==> src/rtl/core/tes_pkg.sv <==
// ----------------------------------------------------------------------------
// tes_pkg
// Shared types, constants and helper functions for the terminal escape
// sanitizer: word formats, the phase encoding and the normal-phase byte rule.
// ----------------------------------------------------------------------------
package tes_pkg;

    // Widths fixed by the word formats.
    localparam int BYTE_W  = 8;
    localparam int COUNT_W = 16;

    // Default depth of the queue between the front and back parts.
    localparam int QUEUE_DEPTH = 4;

    // Reset value of the sequence cap register.
    localparam logic [COUNT_W-1:0] CAP_RESET = 16'd4096;

    // Item opcodes.
    localparam logic OP_DATA   = 1'b0;
    localparam logic OP_FINISH = 1'b1;

    // Byte codes that steer the filter.
    localparam logic [BYTE_W-1:0] CH_BEL       = 8'h07;
    localparam logic [BYTE_W-1:0] CH_TAB       = 8'h09;
    localparam logic [BYTE_W-1:0] CH_LF        = 8'h0A;
    localparam logic [BYTE_W-1:0] CH_ESC       = 8'h1B;
    localparam logic [BYTE_W-1:0] CH_SPACE     = 8'h20;
    localparam logic [BYTE_W-1:0] CH_FINAL_LO  = 8'h40;
    localparam logic [BYTE_W-1:0] CH_DCS       = 8'h50;
    localparam logic [BYTE_W-1:0] CH_SOS       = 8'h58;
    localparam logic [BYTE_W-1:0] CH_CSI       = 8'h5B;
    localparam logic [BYTE_W-1:0] CH_ST        = 8'h5C;
    localparam logic [BYTE_W-1:0] CH_OSC       = 8'h5D;
    localparam logic [BYTE_W-1:0] CH_PM        = 8'h5E;
    localparam logic [BYTE_W-1:0] CH_APC       = 8'h5F;
    localparam logic [BYTE_W-1:0] CH_FINAL_HI  = 8'h7E;
    localparam logic [BYTE_W-1:0] CH_DEL       = 8'h7F;
    localparam logic [BYTE_W-1:0] CH_C1_LO     = 8'h80;
    localparam logic [BYTE_W-1:0] CH_C1_HI     = 8'h9F;
    localparam logic [BYTE_W-1:0] CH_C1_PREFIX = 8'hC2;

    // Input word.
    typedef struct packed {
        logic              op;
        logic [BYTE_W-1:0] data_byte;
    } item_t;

    // Output word.
    typedef struct packed {
        logic [BYTE_W-1:0] out_byte;
        logic              last;
    } result_t;

    // Filter phase, one-hot.
    typedef enum logic [5:0] {
        PH_NORMAL = 6'b000001,
        PH_SAWC2  = 6'b000010,
        PH_ESC    = 6'b000100,
        PH_CSI    = 6'b001000,
        PH_STR    = 6'b010000,
        PH_STRESC = 6'b100000
    } phase_t;

    // One classified input byte as queued for the back part.
    typedef struct packed {
        logic              emit_c2;
        logic              emit_b;
        logic [BYTE_W-1:0] data_byte;
    } entry_t;

    // Push request from the front part into the queue.
    typedef struct packed {
        logic   valid;
        entry_t entry;
    } push_t;

    // Queue status seen by the back part.
    typedef struct packed {
        logic   empty;
        entry_t head;
    } queue_stat_t;

    // Outcome of handling a byte from the normal phase.
    typedef struct packed {
        phase_t             phase;
        logic [COUNT_W-1:0] count;
        logic               emit;
    } nstep_t;

    // True for a byte that passes straight through in the normal phase.
    function automatic logic passes(input logic [BYTE_W-1:0] b);
        logic ok;
        begin
            ok = 1'b1;
            if (b == CH_LF || b == CH_TAB)
            begin
                ok = 1'b1;
            end
            else if (b < CH_SPACE || b == CH_DEL)
            begin
                ok = 1'b0;
            end
            return ok;
        end
    endfunction

    // True for the byte after ESC that opens a string sequence.
    function automatic logic string_intro(input logic [BYTE_W-1:0] b);
        return (b == CH_DCS) || (b == CH_OSC) || (b == CH_SOS) ||
               (b == CH_PM)  || (b == CH_APC);
    endfunction

    // Handles a byte from the normal phase with the given running count.
    function automatic nstep_t normal_step(input logic [BYTE_W-1:0] b,
                                           input logic [COUNT_W-1:0] cnt);
        nstep_t s;
        begin
            s.phase = PH_NORMAL;
            s.count = cnt;
            s.emit  = 1'b0;
            if (b == CH_ESC)
            begin
                s.phase = PH_ESC;
                s.count = COUNT_W'(1);
            end
            else if (b == CH_C1_PREFIX)
            begin
                s.phase = PH_SAWC2;
            end
            else
            begin
                s.emit = passes(b);
            end
            return s;
        end
    endfunction

endpackage

==> src/rtl/core/terminal_escape_sanitizer.sv <==
// ----------------------------------------------------------------------------
// terminal_escape_sanitizer
// Filters a terminal byte stream, removing control bytes and escape
// sequences while passing printable text.
// ----------------------------------------------------------------------------
// The block takes one input word per clock cycle while item_stall is low. Each
// word is classified combinationally by the front part, which holds the filter
// phase and sequence count; words that produce output enter a queue of
// QUEUE_DEPTH entries and the back part drains it through a registered output
// stage. A word gives zero, one or two output words; a word giving two keeps
// the output busy for both, and the queue absorbs that until it is full, when
// item_stall rises. The output register loads the head entry once it is free.
// The sequence cap register is written through cfg_wr_en/cfg_wr_data and
// should only be changed while the block is idle. No clearing pass follows
// reset.
module terminal_escape_sanitizer
#(
    parameter int QUEUE_DEPTH = tes_pkg::QUEUE_DEPTH
)
(
    input  logic                         clk,
    input  logic                         rst_n,
    input  logic                         item_valid,
    output logic                         item_stall,
    input  tes_pkg::item_t               item,
    output logic                         result_valid,
    input  logic                         result_stall,
    output tes_pkg::result_t             result,
    input  logic                         cfg_wr_en,
    input  logic [tes_pkg::COUNT_W-1:0]  cfg_wr_data
);

    logic                 accept;
    logic                 full;
    logic                 pop;
    tes_pkg::push_t       push;
    tes_pkg::queue_stat_t stat;

    // An input word is taken whenever the queue has room.
    assign item_stall = full;
    assign accept     = item_valid && !full;

    tes_front u_front
    (
        .clk         (clk),
        .rst_n       (rst_n),
        .accept      (accept),
        .item        (item),
        .cfg_wr_en   (cfg_wr_en),
        .cfg_wr_data (cfg_wr_data),
        .push        (push)
    );

    tes_queue
    #(
        .DEPTH (QUEUE_DEPTH)
    )
    u_queue
    (
        .clk   (clk),
        .rst_n (rst_n),
        .push  (push),
        .pop   (pop),
        .full  (full),
        .stat  (stat)
    );

    tes_back u_back
    (
        .clk          (clk),
        .rst_n        (rst_n),
        .stat         (stat),
        .pop          (pop),
        .result_valid (result_valid),
        .result       (result),
        .result_stall (result_stall)
    );

endmodule

==> src/rtl/core/tes_front.sv <==
// ----------------------------------------------------------------------------
// tes_front
// Front part: holds the filter phase, the sequence count and the cap
// register, classifies each accepted word and queues the bytes to emit.
// ----------------------------------------------------------------------------
module tes_front
(
    input  logic                         clk,
    input  logic                         rst_n,
    input  logic                         accept,
    input  tes_pkg::item_t               item,
    input  logic                         cfg_wr_en,
    input  logic [tes_pkg::COUNT_W-1:0]  cfg_wr_data,
    output tes_pkg::push_t               push
);

    tes_pkg::phase_t               phase_reg;
    tes_pkg::phase_t               phase_next;
    logic [tes_pkg::COUNT_W-1:0]   count_reg;
    logic [tes_pkg::COUNT_W-1:0]   count_next;
    logic [tes_pkg::COUNT_W-1:0]   cap_reg;
    logic [tes_pkg::COUNT_W-1:0]   cap_next;

    logic [tes_pkg::BYTE_W-1:0]    b;
    logic [tes_pkg::COUNT_W-1:0]   cnt_inc;
    logic                          cap_hit;
    logic                          emit_c2;
    logic                          emit_b;
    tes_pkg::nstep_t               nb_keep;
    tes_pkg::nstep_t               nb_zero;

    assign b       = item.data_byte;
    assign cnt_inc = count_reg + tes_pkg::COUNT_W'(1);
    assign cap_hit = (cnt_inc >= cap_reg);
    assign nb_keep = tes_pkg::normal_step(b, count_reg);
    assign nb_zero = tes_pkg::normal_step(b, '0);

    // Cap register update from the configuration port.
    assign cap_next = cfg_wr_en ? cfg_wr_data : cap_reg;

    // Phase transition and emit decision for the current word.
    always_comb
    begin
        phase_next = phase_reg;
        count_next = count_reg;
        emit_c2    = 1'b0;
        emit_b     = 1'b0;
        if (item.op == tes_pkg::OP_FINISH)
        begin
            phase_next = tes_pkg::PH_NORMAL;
            count_next = '0;
        end
        else
        begin
            case (phase_reg)
                tes_pkg::PH_SAWC2:
                begin
                    if (b >= tes_pkg::CH_C1_LO && b <= tes_pkg::CH_C1_HI)
                    begin
                        phase_next = tes_pkg::PH_NORMAL;
                    end
                    else
                    begin
                        emit_c2    = 1'b1;
                        phase_next = nb_keep.phase;
                        count_next = nb_keep.count;
                        emit_b     = nb_keep.emit;
                    end
                end
                tes_pkg::PH_ESC:
                begin
                    if (b == tes_pkg::CH_CSI || tes_pkg::string_intro(b))
                    begin
                        if (cap_hit)
                        begin
                            phase_next = tes_pkg::PH_NORMAL;
                            count_next = '0;
                        end
                        else
                        begin
                            phase_next = (b == tes_pkg::CH_CSI) ? tes_pkg::PH_CSI
                                                                : tes_pkg::PH_STR;
                            count_next = cnt_inc;
                        end
                    end
                    else if (b >= tes_pkg::CH_SPACE && b <= tes_pkg::CH_FINAL_HI)
                    begin
                        phase_next = tes_pkg::PH_NORMAL;
                        count_next = '0;
                    end
                    else
                    begin
                        // Malformed escape: drop the ESC, handle the byte afresh.
                        phase_next = nb_zero.phase;
                        count_next = nb_zero.count;
                        emit_b     = nb_zero.emit;
                    end
                end
                tes_pkg::PH_CSI:
                begin
                    if ((b >= tes_pkg::CH_FINAL_LO && b <= tes_pkg::CH_FINAL_HI) ||
                        cap_hit)
                    begin
                        phase_next = tes_pkg::PH_NORMAL;
                        count_next = '0;
                    end
                    else
                    begin
                        count_next = cnt_inc;
                    end
                end
                tes_pkg::PH_STR:
                begin
                    if (b == tes_pkg::CH_BEL || cap_hit)
                    begin
                        phase_next = tes_pkg::PH_NORMAL;
                        count_next = '0;
                    end
                    else
                    begin
                        count_next = cnt_inc;
                        if (b == tes_pkg::CH_ESC)
                        begin
                            phase_next = tes_pkg::PH_STRESC;
                        end
                    end
                end
                tes_pkg::PH_STRESC:
                begin
                    if (b == tes_pkg::CH_ST || cap_hit)
                    begin
                        phase_next = tes_pkg::PH_NORMAL;
                        count_next = '0;
                    end
                    else
                    begin
                        phase_next = tes_pkg::PH_STR;
                        count_next = cnt_inc;
                    end
                end
                default:
                begin
                    phase_next = nb_keep.phase;
                    count_next = nb_keep.count;
                    emit_b     = nb_keep.emit;
                end
            endcase
        end
    end

    // Queue request: only words that produce output are queued.
    always_comb
    begin
        push.valid           = accept && (item.op == tes_pkg::OP_DATA) &&
                               (emit_c2 || emit_b);
        push.entry.emit_c2   = emit_c2;
        push.entry.emit_b    = emit_b;
        push.entry.data_byte = b;
    end

    // State registers.
    always_ff @(posedge clk or negedge rst_n)
    begin
        if (!rst_n)
        begin
            phase_reg <= tes_pkg::PH_NORMAL;
            count_reg <= '0;
            cap_reg   <= tes_pkg::CAP_RESET;
        end
        else
        begin
            cap_reg <= cap_next;
            if (accept)
            begin
                phase_reg <= phase_next;
                count_reg <= count_next;
            end
        end
    end

endmodule

==> src/rtl/core/tes_queue.sv <==
// ----------------------------------------------------------------------------
// tes_queue
// Short first-in first-out queue of classified entries between the front
// and back parts, so that each side can stall on its own.
// ----------------------------------------------------------------------------
module tes_queue
#(
    parameter int DEPTH = tes_pkg::QUEUE_DEPTH
)
(
    input  logic                 clk,
    input  logic                 rst_n,
    input  tes_pkg::push_t       push,
    input  logic                 pop,
    output logic                 full,
    output tes_pkg::queue_stat_t stat
);

    localparam int PTR_W = (DEPTH > 1) ? $clog2(DEPTH) : 1;
    localparam int CNT_W = $clog2(DEPTH + 1);

    tes_pkg::entry_t   store_reg [DEPTH];
    logic [PTR_W-1:0]  wr_ptr_reg;
    logic [PTR_W-1:0]  wr_ptr_next;
    logic [PTR_W-1:0]  rd_ptr_reg;
    logic [PTR_W-1:0]  rd_ptr_next;
    logic [CNT_W-1:0]  fill_reg;
    logic [CNT_W-1:0]  fill_next;
    logic              do_push;
    logic              do_pop;

    assign full       = (fill_reg == CNT_W'(DEPTH));
    assign stat.empty = (fill_reg == '0);
    assign stat.head  = store_reg[rd_ptr_reg];

    assign do_push = push.valid && !full;
    assign do_pop  = pop && !stat.empty;

    // Pointer and fill level bookkeeping.
    always_comb
    begin
        wr_ptr_next = wr_ptr_reg;
        rd_ptr_next = rd_ptr_reg;
        fill_next   = fill_reg;
        if (do_push)
        begin
            wr_ptr_next = (wr_ptr_reg == PTR_W'(DEPTH - 1)) ? '0
                                                            : wr_ptr_reg + PTR_W'(1);
        end
        if (do_pop)
        begin
            rd_ptr_next = (rd_ptr_reg == PTR_W'(DEPTH - 1)) ? '0
                                                            : rd_ptr_reg + PTR_W'(1);
        end
        if (do_push && !do_pop)
        begin
            fill_next = fill_reg + CNT_W'(1);
        end
        else if (do_pop && !do_push)
        begin
            fill_next = fill_reg - CNT_W'(1);
        end
    end

    // Entry storage; no reset needed for payload.
    always_ff @(posedge clk)
    begin
        if (do_push)
        begin
            store_reg[wr_ptr_reg] <= push.entry;
        end
    end

    // Control registers.
    always_ff @(posedge clk or negedge rst_n)
    begin
        if (!rst_n)
        begin
            wr_ptr_reg <= '0;
            rd_ptr_reg <= '0;
            fill_reg   <= '0;
        end
        else
        begin
            wr_ptr_reg <= wr_ptr_next;
            rd_ptr_reg <= rd_ptr_next;
            fill_reg   <= fill_next;
        end
    end

endmodule

==> src/rtl/core/tes_back.sv <==
// ----------------------------------------------------------------------------
// tes_back
// Back part: takes queued entries and turns each into one or two output
// words through a registered output stage.
// ----------------------------------------------------------------------------
module tes_back
(
    input  logic                 clk,
    input  logic                 rst_n,
    input  tes_pkg::queue_stat_t stat,
    output logic                 pop,
    output logic                 result_valid,
    output tes_pkg::result_t     result,
    input  logic                 result_stall
);

    logic              out_valid_reg;
    logic              out_valid_next;
    tes_pkg::result_t  out_reg;
    tes_pkg::result_t  out_next;
    logic              half_reg;
    logic              half_next;
    logic              load;

    assign result_valid = out_valid_reg;
    assign result       = out_reg;

    // The output register may be reloaded when empty or being taken.
    assign load = !out_valid_reg || !result_stall;

    // Split an entry into its held prefix byte and its own byte.
    always_comb
    begin
        out_valid_next = out_valid_reg;
        out_next       = out_reg;
        half_next      = half_reg;
        pop            = 1'b0;
        if (load)
        begin
            out_valid_next = !stat.empty;
            if (!stat.empty)
            begin
                if (stat.head.emit_c2 && !half_reg)
                begin
                    out_next.out_byte = tes_pkg::CH_C1_PREFIX;
                    out_next.last     = !stat.head.emit_b;
                    if (stat.head.emit_b)
                    begin
                        half_next = 1'b1;
                    end
                    else
                    begin
                        pop = 1'b1;
                    end
                end
                else
                begin
                    out_next.out_byte = stat.head.data_byte;
                    out_next.last     = 1'b1;
                    half_next         = 1'b0;
                    pop               = 1'b1;
                end
            end
        end
    end

    // Output payload; no reset needed.
    always_ff @(posedge clk)
    begin
        out_reg <= out_next;
    end

    // Control registers.
    always_ff @(posedge clk or negedge rst_n)
    begin
        if (!rst_n)
        begin
            out_valid_reg <= 1'b0;
            half_reg      <= 1'b0;
        end
        else
        begin
            out_valid_reg <= out_valid_next;
            half_reg      <= half_next;
        end
    end

endmodule

==> config.mk <==
export PLATFORM = sky130hd
export DESIGN_NAME = terminal_escape_sanitizer
export DESIGN_NICKNAME = d
export VERILOG_FILES = /design/src/rtl/core/tes_pkg.sv /design/src/rtl/core/terminal_escape_sanitizer.sv /design/src/rtl/core/tes_front.sv /design/src/rtl/core/tes_queue.sv /design/src/rtl/core/tes_back.sv
export SDC_FILE = /design/constraint.sdc
export NUM_CORES = 1
export LEC_CHECK = 0
export BUFFER_PORTS_ARGS = -buffer_cell sky130_fd_sc_hd__buf_2
export CORE_MARGIN = 2
export CORE_UTILIZATION = 51
export DETAILED_ROUTE_END_ITERATION = 12
export PLACE_DENSITY_LB_ADDON = 0.15
export RECOVER_POWER = 25
export SYNTH_ARGS = -nofsm -noshare
export SYNTH_HDL_FRONTEND = slang
export SYNTH_HIERARCHICAL = 1
export SYNTH_SLANG_ARGS = --single-unit
export TNS_END_PERCENT = 1
==> constraint.sdc <==
create_clock -name clk -period 4.36 [get_ports clk]
set_clock_uncertainty 0.2 [all_clocks]
set_input_delay 0.654 -clock clk [delete_from_list [all_inputs] [get_ports clk]]
set_output_delay 0.654 -clock clk [all_outputs]
set_load 0.05 [all_outputs]
; ---- Yosys cells after proc, flatten, opt, wreduce, memory -nomap -nowiden
; Memory sizes are Yosys's and may differ from the RTL's.
; Index checks and enable logic that the tools add are counted.
[op_classes]
add_sub_neg = 5
n_lt_le_gt_ge = 7
n_eq_ne = 25
mux = 48
bitwise_logic = 2
reduce_logical = 38
[op_table]
columns = op, count
row1 = $mux W16, 8
row2 = $pmux W16 S5, 1
row3 = $eq A8 B7 Y1 const B, 8
row4 = $mux W6, 9
row5 = $pmux W6 S5, 1
row6 = $mux W1, 21
row7 = $add A16 B1 Y16 const B, 1
row8 = $eq A8 B4 Y1 const B, 2
row9 = $ge A16 B16 Y1, 1
row10 = $logic_or A1 B1 Y1, 12
row11 = $logic_and A1 B1 Y1, 11
row12 = $mux W5, 2
row13 = $eq A8 B3 Y1 const B, 1
row14 = $eq A8 B5 Y1 const B, 1
row15 = $eq A8 B8 Y1 const B, 1
row16 = $ge A8 B6 Y1 const B, 1
row17 = $ge A8 B7 Y1 const B, 1
row18 = $ge A8 B8 Y1 const B, 1
row19 = $le A8 B7 Y1 const B, 1
row20 = $le A8 B8 Y1 const B, 1
row21 = $logic_not A1 Y1, 8
row22 = $lt A8 B6 Y1 const B, 1
row23 = $eq A6 B2 Y1 const B, 1
row24 = $eq A6 B3 Y1 const B, 1
row25 = other kinds (21), 29
[word_totals]
regBits = 56
mem_bits_rw = 40
input_bits = 30
out_inout_bits = 11
elab_cells = 136
mem_count = 1
[memory_table]
columns = name, words, width, rd, rd_clocked_by_memory_dff, wr, line
row1 = u_queue.store_reg, 4, 10, 1, 0, 1, tes_queue.sv:22  ; tes_pkg::entry_t store_reg [DEPTH];

; ---- Logic depth before layout (Yosys ltp)
; Gate-level depths: netlist of the first run.
[logic_depth]
ltp_word = 17
ltp_mapped = 15
ltp_nobuf = 13

; ---- By module
; Netlist of the first run, hierarchy kept.
[modules_own_cells]
columns = mod, instances, cells_each, area_per_inst_um2, seq_area_each_um2
row1 = tes_front, 1, 318, 2772.7, 953.4
row2 = tes_queue, 1, 89, 1885.6, 1376.3
row3 = tes_back, 1, 27, 422.9, 320.3
row4 = terminal_escape_sanitizer, 1, 1, 13.8, 0.0

; ---- Worst setup path after synthesis of the first run
; OpenSTA, ideal clock, no wires.
[synth_path]
path_type = input-to-reg
startpoint = input item[0] in the netlist's numbering
endpoint = register u_queue.fill_reg[2]
setup_ps = 79
arrival_ps = 3275
required_time_ps = 4081
slack_ps = 806
stages = 15
n_path_buf = 2
path_cell_list = buf_2 -> nand2_1 -> nor4_1 -> o31ai_1 -> a211o_1 -> or3_4 -> a21oi_2 -> nor2b_1 -> buf_2 -> ha_1 -> inv_1 -> fa_1 -> xor2_1 -> nor2_1 -> xor2_1
[synth_rtl]
columns = item, line
row1 = from (decl), terminal_escape_sanitizer.sv:25  ; input tes_pkg::item_t item,
row2 = to (signal assigned), tes_queue.sv:87  ; fill_reg <= fill_next;
row3 = to (decl), tes_queue.sv:27  ; logic [CNT_W-1:0] fill_reg;

; ---- Worst setup path after layout of the first run
[layout_path]
startpoint = register u_front/count_reg[0] in the netlist's numbering
endpoint = register u_front.phase_reg[1]
[layout_via]
elab_chain_cells = 6
elab_cells_between_ends = 12
classes_between = add/sub (1) / order compare (1) / eq/ne (2) / mux (5) / reduce/logical (3)
[layout_lines]
columns = item, line
row1 = from (decl), tes_front.sv:19  ; logic [tes_pkg::COUNT_W-1:0] count_reg;
row2 = from (signal assigned), tes_front.sv:176  ; count_reg <= count_next;
row3 = $add A16 B1 Y16 (*), tes_front.sv:33  ; assign cnt_inc = count_reg + tes_pkg::COUNT_W'(1);
row4 = $ge A16 B16 Y1 (*), tes_front.sv:34  ; assign cap_hit = (cnt_inc >= cap_reg);
row5 = $mux W6 or $logic_or A1 B1 Y1 (tied branches), "tes_front.sv:74, tes_front.sv:114"
row6 = $mux W6 (on tied branches), "tes_front.sv:72, tes_front.sv:114"
row7 = $pmux W6 S5, tes_front.sv:55  ; case (phase_reg)
row8 = $mux W6, tes_front.sv:48  ; if (item.op == tes_pkg::OP_FINISH)
row9 = to (signal assigned), tes_front.sv:166  ; phase_reg <= tes_pkg::PH_NORMAL;
row10 = to (signal assigned), tes_front.sv:175  ; phase_reg <= phase_next;
row11 = to (decl), tes_front.sv:17  ; tes_pkg::phase_t phase_reg;
; Mark *: on every way between the ends. The rest lies on a longest branch, timed or not.
; A chain may end at the register's enable or synchronous reset.

==> implementation parameters, run 1 <==
Parameter                              Value

Synthesis
  Most numerous cell in the Yosys netlist    sky130_fd_sc_hd__edfxtp_1
  Proportion of netlist area held by the largest area contributor    28.88%
  Cells after Synth    435
  Ys async rst share    48.96%
  Most used standard cells in the synthesized netlist    sky130_fd_sc_hd__edfxtp_1, sky130_fd_sc_hd__nand2_1, sky130_fd_sc_hd__dfrtp_1
  Post-synthesis sequential area ratio    52.01%
  Top area cells in the synthesized netlist    sky130_fd_sc_hd__edfxtp_1, sky130_fd_sc_hd__dfrtp_1, sky130_fd_sc_hd__ha_1
  Count of unique library cells instantiated by Yosys    70
  Post-synth top flop    sky130_fd_sc_hd__edfxtp_1
  Number of synthesized flops with an enable pin    49
  Post-synthesis average cell area    11.71 um2
  Syn_nets    489
  Cell area after synthesis    5095 um2
  Number of warnings reported in the yosys synthesis log    6
  Largest area contributor in the synthesized netlist    sky130_fd_sc_hd__edfxtp_1
  #FFs+latches synth    96

Clock network
  Clock sinks    96
  Maximum level of the CTS H-tree    3
  Number of buffers inserted during clock tree synthesis    9
  Clk Tree Root Cell    sky130_fd_sc_hd__clkbuf_8
  Clock latency on the worst-skew pair    370 ps
  Maximum clock insertion buffer count    2
  Number of buffers added for setup after CTS    0
  CTS tree    yes
  Clock-pin slew on the worst setup and hold paths    100 ps
  Count of instances resized after the clock tree is built    0
  Cts hold-fix bufs    0

STA
  Max Clock Freq    251.5 MHz
  Number of pins with negative max-slew slack in the final report    48
  Setup Viol. Count Final    0
  Number of failing hold endpoints at the final stage    0
  Post-layout min period    3976 ps
  Aggregate negative setup slack    0 ps
  Post-route clock period utilization    91.20%
  Final worst hold slack    280.1 ps
  Tightest slew margin relative to the limit    -70.83%
  Setup repair after global routing missed its margin    false
  Least-Margin Pin Slew    2562 ps

Status
  Status    finished with violations
  Violated checks    max-capacitance violations, max-slew violations

Final layout
  Total number of nets in the final design    519
  Number of diodes    0
  Layout cells sized above 1    20.64%
  Area growth syn-to-layout    8.227%
  Number of flip-flops under the largest register name    40
  Area of all placed cells without fillers    5514 um2

Floorplan
  Std cell rows    36
  Core area    9729 um2
  Overall die area    10810 um2
  Number of top-level pins    41
  Chip width    104.0 um
  Initial standard-cell utilization of the core    52.37%
  Vertical die dimension    104.0 um

Critical path
  Endpoint type of the worst setup path    flop
  Critical path start-end classification    reg -> reg
  Biggest fanout along the worst timing path    7
  Arrival @ worst endpoint    4030 ps
  Crit path launch type    flop
  Crit path required time    4410 ps

Drt
  First-pass detailed-route iteration total    4
  Overall via count from detail_route    3292
  Post-route DRC violation count    0
  1st-iter DRT viols    202
  Final wirelength    9412 um
  Post-route antenna net violation count    0
  Routed length per placed instance    15.61 um
  Detail-routed via count per cell    5.459

Run
  Number of violations of the max-capacitance limit    1

Global routing
  Global-route wire length before repair    16480 um
  Pin count of the biggest net entering global routing    48
  Antenna violations before repair    0
  Overflow after GRT    0
  Vias in the first global route    3432
  GR met3 Demand/Resource    4.699%
  Global routing usage on met1    23.85%
  Global Route met2 Usage    32.80%
  GRT Overall Usage    19.21%
  Global-route layer with the greatest usage    met2

Placement
  Total cell area at the placement stage    5350 um2
  Number of port buffers    40
  HPWL reported at the end of detailed placement    6845 um
  Final weighted congestion in routability-driven placement    0.8406

Power and ir drop
  VDD IR max    0.2558 mV
  Design Power    2.431 mW
  Pleak    2.255 nW
  Power per standard cell area    440.9 nW/um2

Min path
  Class of the most critical hold timing path    in -> reg
-- stage by stage --
step	instances	setup slack, ps	util (%)
after floorplan	435	806.1	-
after global placement	587	377.0	54.99
after detailed placement	587	389.5	54.99
after CTS	603	353.6	56.82
after global routing	603	84.87	56.67
final	603	383.8	56.67
-- final timing paths --
| check | from | depth (start not counted) | slack, ps | to |
|---|---|---|---|---|
| min in group asynchronous | rst_n | 2 | 970 | u_queue/fill_reg[2]$_DFFE_PN0P_ |
| worst max-delay path | u_front/count_reg[0]$_DFFE_PN0P_ | 12 | 380 | u_front/phase_reg[1]$_DFFE_PN0P_ |
| worst min register to register | u_back/result_valid$_DFFE_PN0P_ | 2 | 320 | u_back/result_valid$_DFFE_PN0P_ |
| worst min-delay path | cfg_wr_data[7] | 3 | 280 | u_front/cap_reg[7]$_DFFE_PN0P_ |
| max in group asynchronous | rst_n | 2 | 1540 | u_front/count_reg[15]$_DFFE_PN0P_ |
| worst max register to register | u_front/count_reg[0]$_DFFE_PN0P_ | 12 | 380 | u_front/phase_reg[1]$_DFFE_PN0P_ |
-- routing by layer --
metal | wire, um | part of all wire, %
met1 | 4270 | 45
met2 | 4697 | 50
met3 | 283 | 3.0
met4 | 161 | 1.7
met5 | 0 | 0
-- layout by cell type (no fill, tap or decap), types with 7 or more instances in the layout --
cell	count
sky130_fd_sc_hd__dfrtp_1	45
sky130_fd_sc_hd__nand2_1	48
sky130_fd_sc_hd__clkbuf_8	9
sky130_fd_sc_hd__xor2_1	7
sky130_fd_sc_hd__xnor2_1	11
sky130_fd_sc_hd__clkbuf_1	9
sky130_fd_sc_hd__nand3_1	10
sky130_fd_sc_hd__buf_2	32
sky130_fd_sc_hd__mux2_2	8
sky130_fd_sc_hd__a21oi_1	8
sky130_fd_sc_hd__o21ai_1	7
sky130_fd_sc_hd__nor3_1	10
sky130_fd_sc_hd__nor2_1	18
sky130_fd_sc_hd__and2_1	16
sky130_fd_sc_hd__o21ai_0	20
sky130_fd_sc_hd__nand2b_1	8
sky130_fd_sc_hd__inv_1	24
sky130_fd_sc_hd__ha_1	23
sky130_fd_sc_hd__edfxtp_1	49
sky130_fd_sc_hd__mux4_2	10
-- power by group --
group / internal, mW / leakage (nW) / switching [mW]
sequential: 1.09 / 1.05 / 0.0852
combinational: 0.290 / 1.12 / 0.433
clock: 0.213 / 0.0912 / 0.317
-- cell type report --
cell class,instances,area [um2]
repair buffers,45,224.0
fillers,858,4215
multi-input cells,289,2206
well taps,133,166.4
flip-flops and latches,96,2650
clock buffers,9,123.9
clock inverters,7,53.80
inverters,24,90.09
-- cell families (layout without fill, tap and decap cells) --
group                      count (synthesis)  count (layout)  synth area share (%)
and+or+nand+nor                          154             154                 17.41
buffers and inverters                     50              85                 4.691
DFF                                       96              96                 52.01
AOI/OAI and AO/OA                         71              71                 9.553
muxes                                     21              21                 6.999
adders and majority gates                 25              25                 6.238
xor gates and xnor gates                  18              18                 3.094
-- worst max-delay path, stage by stage (launching register included) --
cell                       delay (ps)
sky130_fd_sc_hd__dfrtp_1          450
sky130_fd_sc_hd__ha_1             300
sky130_fd_sc_hd__and3_1           340
sky130_fd_sc_hd__nand2_1          170
sky130_fd_sc_hd__nor3_1           250
sky130_fd_sc_hd__xor2_1           120
sky130_fd_sc_hd__ha_1             310
sky130_fd_sc_hd__and4_1           240
sky130_fd_sc_hd__nand2_1           70
sky130_fd_sc_hd__or4_1            580
sky130_fd_sc_hd__nand4b_1         280
sky130_fd_sc_hd__o21ai_2          180
sky130_fd_sc_hd__mux2_1           360
No activity file was read; power rests on OpenSTA's default activity.
==> run 2: changes to the inputs <==
SYNTH_HIERARCHICAL = not set   (was 1)
==> implementation parameters, run 2 <==
Parameter                              Value

Final layout
  Total number of nets in the final design    531 (+2.3%)
  Commonest non-fill, non-tap cell in the layout    sky130_fd_sc_hd__nand2_1
  Number of diodes    0 (unchanged)
  Area growth syn-to-layout    10.09%
  Final non-filler cell total    615 (+2.0%)
  Multi-input logic area    2286 um2 (+3.6%)
  Area of all placed cells without fillers    5639 um2 (+2.3%)
  Sequential cell area    2650 um2 (unchanged)
  Most frequent cells in the layout    sky130_fd_sc_hd__nand2_1, sky130_fd_sc_hd__edfxtp_1, sky130_fd_sc_hd__dfrtp_1
  Layout cells sized above 1    19.50% (-1.1 points)
  Number of flip-flops under the largest register name    40 (unchanged)
  Fill cells    803 (-6.4%)
  Final Util    57.69% (+1.0 points)

Floorplan
  Vertical die dimension    104.2 um (+0.26%)
  Std cell rows    36 (unchanged)
  Initial standard-cell utilization of the core    52.41% (about the same)
  Number of top-level pins    41 (unchanged)
  Core area    9774 um2 (+0.46%)
  Chip width    104.2 um (+0.26%)
  Overall die area    10860 um2 (+0.52%)

Power and ir drop
  VDD IR max    0.3078 mV (+20%)
  Pleak    2.273 nW (+0.82%)
  Design Power    2.484 mW (+2.2%)
  Power per standard cell area    440.4 nW/um2 (-0.10%)

Clock network
  Number of buffers inserted during clock tree synthesis    9 (unchanged)
  Maximum level of the CTS H-tree    3 (unchanged)
  CTS tree    yes
  Cts hold-fix bufs    0 (unchanged)
  Clk Tree Root Cell    sky130_fd_sc_hd__clkbuf_8
  Number of buffers added for setup after CTS    0 (unchanged)
  Clock sinks    96 (unchanged)
  Clock latency on the worst-skew pair    370 ps (about the same)
  Count of instances resized after the clock tree is built    0 (unchanged)
  Maximum clock insertion buffer count    2 (unchanged)
  Clock-pin slew on the worst setup and hold paths    100 ps (about the same)

Critical path
  Cells along the critical path    ha_1 > and3_1 > nand3_1 > or3_1 > nor2_1 > xnor2_1 > ha_1 > nand4_2 > a211o_1 > or4_4 > nand3_2 > buf_4 > nor2_1 > a31o_1
  Arrival @ worst endpoint    4080 ps (+50 ps)
  Crit path required time    4420 ps (about the same)
  Max incr delay on CP    470 ps (-110 ps)
  Endpoint type of the worst setup path    flop
  Crit path launch type    flop
  Launch point of the worst path    u_front.count_reg[0]$_DFFE_PN0P_
  Sum of buffers and inverters on the critical path    1 (+1)
  Crit-path slowest cell    sky130_fd_sc_hd__dfrtp_1
  Launch point of the worst reg-to-reg path    u_front.count_reg[0]$_DFFE_PN0P_
  Gate family responsible for the most delay along the worst path    simple AND/OR/NAND/NOR gates
  Critical path start-end classification    reg -> reg
  Biggest fanout along the worst timing path    8 (+1)

Synthesis
  Cell area after synthesis    5122 um2 (+0.54%)
  #FFs+latches synth    96 (unchanged)
  Count of unique library cells instantiated by Yosys    73 (+4.3%)
  Largest area contributor in the synthesized netlist    sky130_fd_sc_hd__edfxtp_1
  Ys async rst share    48.96% (unchanged)
  Post-synth top flop    sky130_fd_sc_hd__edfxtp_1
  Top area cells in the synthesized netlist    sky130_fd_sc_hd__edfxtp_1, sky130_fd_sc_hd__dfrtp_1, sky130_fd_sc_hd__ha_1
  Cells after Synth    441 (+1.4%)
  Post-synthesis average cell area    11.62 um2 (-0.83%)
  Post-synthesis sequential area ratio    51.73% (-0.28 points)
  Syn_nets    495 (+1.2%)
  Number of synthesized flops with an enable pin    49 (unchanged)
  Most used standard cells in the synthesized netlist    sky130_fd_sc_hd__nand2_1, sky130_fd_sc_hd__edfxtp_1, sky130_fd_sc_hd__dfrtp_1
  Most numerous cell in the Yosys netlist    sky130_fd_sc_hd__nand2_1
  Number of warnings reported in the yosys synthesis log    0 (-6)
  Proportion of netlist area held by the largest area contributor    28.72% (-0.16 points)

STA
  Setup WS post-layout    343.3 ps (-40.52 ps)
  Number of failing hold endpoints at the final stage    0 (unchanged)
  Setup Viol. Count Final    0 (unchanged)
  Setup repair after global routing missed its margin    false
  Post-route clock period utilization    92.13% (+0.93 points)
  Aggregate negative setup slack    0 ps (unchanged)
  Final worst hold slack    284.6 ps (+4.539 ps)
  Number of pins with negative max-slew slack in the final report    48 (unchanged)
  Post-layout min period    4017 ps (+40.52 ps)
  Least-Margin Pin Slew    2540 ps (-22.34 ps)
  Max Clock Freq    249.0 MHz (-1.0%)
  Tightest slew margin relative to the limit    -69.34% (+1.5 points)

Global routing
  Overflow after GRT    0 (unchanged)
  Antenna violations before repair    0 (unchanged)
  Global-route wire length before repair    16910 um (+2.6%)
  GRT Overall Usage    19.67% (+0.46 points)
  Vias in the first global route    3395 (-1.1%)
  Pin count of the biggest net entering global routing    48 (unchanged)

Status
  Status    finished with violations
  Violated checks    max-capacitance violations, max-slew violations

Drt
  Routed length per placed instance    16.12 um (+3.3%)
  1st-iter DRT viols    196 (-3.0%)
  First-pass detailed-route iteration total    4 (unchanged)
  Detail-routed via count per cell    5.554 (+1.7%)
  Final wirelength    9916 um (+5.4%)
  Post-route antenna net violation count    0 (unchanged)
  Post-route DRC violation count    0 (unchanged)
  Overall via count from detail_route    3416 (+3.8%)

Placement
  Number of port buffers    40 (unchanged)
  Total cell area at the placement stage    5423 um2 (+1.4%)
  Placed cell count    599 (+2.0%)
  Placement Setup Slack    250.7 ps (-138.7 ps)
  HPWL reported at the end of detailed placement    7185 um (+5.0%)
  Final weighted congestion in routability-driven placement    0.8373 (-0.39%)

Min path
  Launch point of the worst hold path    result_stall
  Class of the most critical hold timing path    in -> reg

Run
  Number of violations of the max-capacitance limit    1 (unchanged)
run 2: cell count changes in the layout (fill, tap and decap cells not counted), moves of 5 or more:
cell                       before  now
sky130_fd_sc_hd__nand2b_1       8    3
sky130_fd_sc_hd__a221o_1        0    6
sky130_fd_sc_hd__mux2_2         8    3
sky130_fd_sc_hd__nor2b_1        5   11
sky130_fd_sc_hd__nor2_1        18   23
sky130_fd_sc_hd__and2_1        16    7
sky130_fd_sc_hd__nand2_1       48   53
run 2: cell type report:
class | instances | area share, %
Clock inverter | 7 | 1.686
Inverter | 27 | 1.797
Tap cell | 133 | 2.951
Multi-Input combinational cell | 299 | 40.54
Clock buffer | 9 | 2.197
Sequential cell | 96 | 46.99
Timing Repair Buffer | 44 | 3.838
run 2: layer usage:
layer  routed length, um  GRT usage [%]  part of all wire [%]
met1                4680          26.63                    47
met2                4838          32.47                    49
met3                 299          3.571                   3.0
met4                  98          5.985                  0.99
met5                   0              0                     0
run 2: final timing paths:
check | to | slack [ps] | cells past startpoint
min in group asynchronous | u_queue.rd_ptr_reg[0]$_DFFE_PN0P_ | 960 | 2
hold reg to reg | u_queue.fill_reg[2]$_DFFE_PN0P_ | 300 | 1
hold / removal | u_back.result_valid$_DFFE_PN0N_ | 280 | 3
setup reg to reg | u_front.count_reg[9]$_DFFE_PN0P_ | 340 | 14
max in group asynchronous | u_front.count_reg[6]$_DFFE_PN0P_ | 1570 | 2
setup / recovery | u_front.count_reg[9]$_DFFE_PN0P_ | 340 | 14
run 2: worst reg2reg max path: cells and delay by family (launching register included):
family,cells,cell delay [ps]
AND/OR/NAND/NOR,8,1790
XOR/XNOR,1,110
buffers and inverters,1,210
flip-flops,1,470
adder cells (fa/ha/maj),2,580
AO/OA/AOI/OAI,2,570
run 2: kinds of logic (layout without fill, tap and decap cells):
| family | count (synthesis) | in the layout | synth area share, % |
|---|---|---|---|
| AND/OR/NAND/NOR | 159 | 159 | 16.85 |
| flip-flops | 96 | 96 | 51.73 |
| buffers and inverters | 46 | 87 | 3.859 |
| AO/OA/AOI/OAI | 81 | 81 | 12.58 |
| multiplexers | 15 | 15 | 5.496 |
| XOR/XNOR | 19 | 19 | 3.249 |
| adder cells (fa/ha/maj) | 25 | 25 | 6.229 |
run 2: where the power goes:
part	internal, mW	total (mW)	switching (mW)
logic	0.263	0.684	0.421
clock network	0.283	0.633	0.350
registers	1.09	1.17	0.0756
total	1.64	2.48	0.846
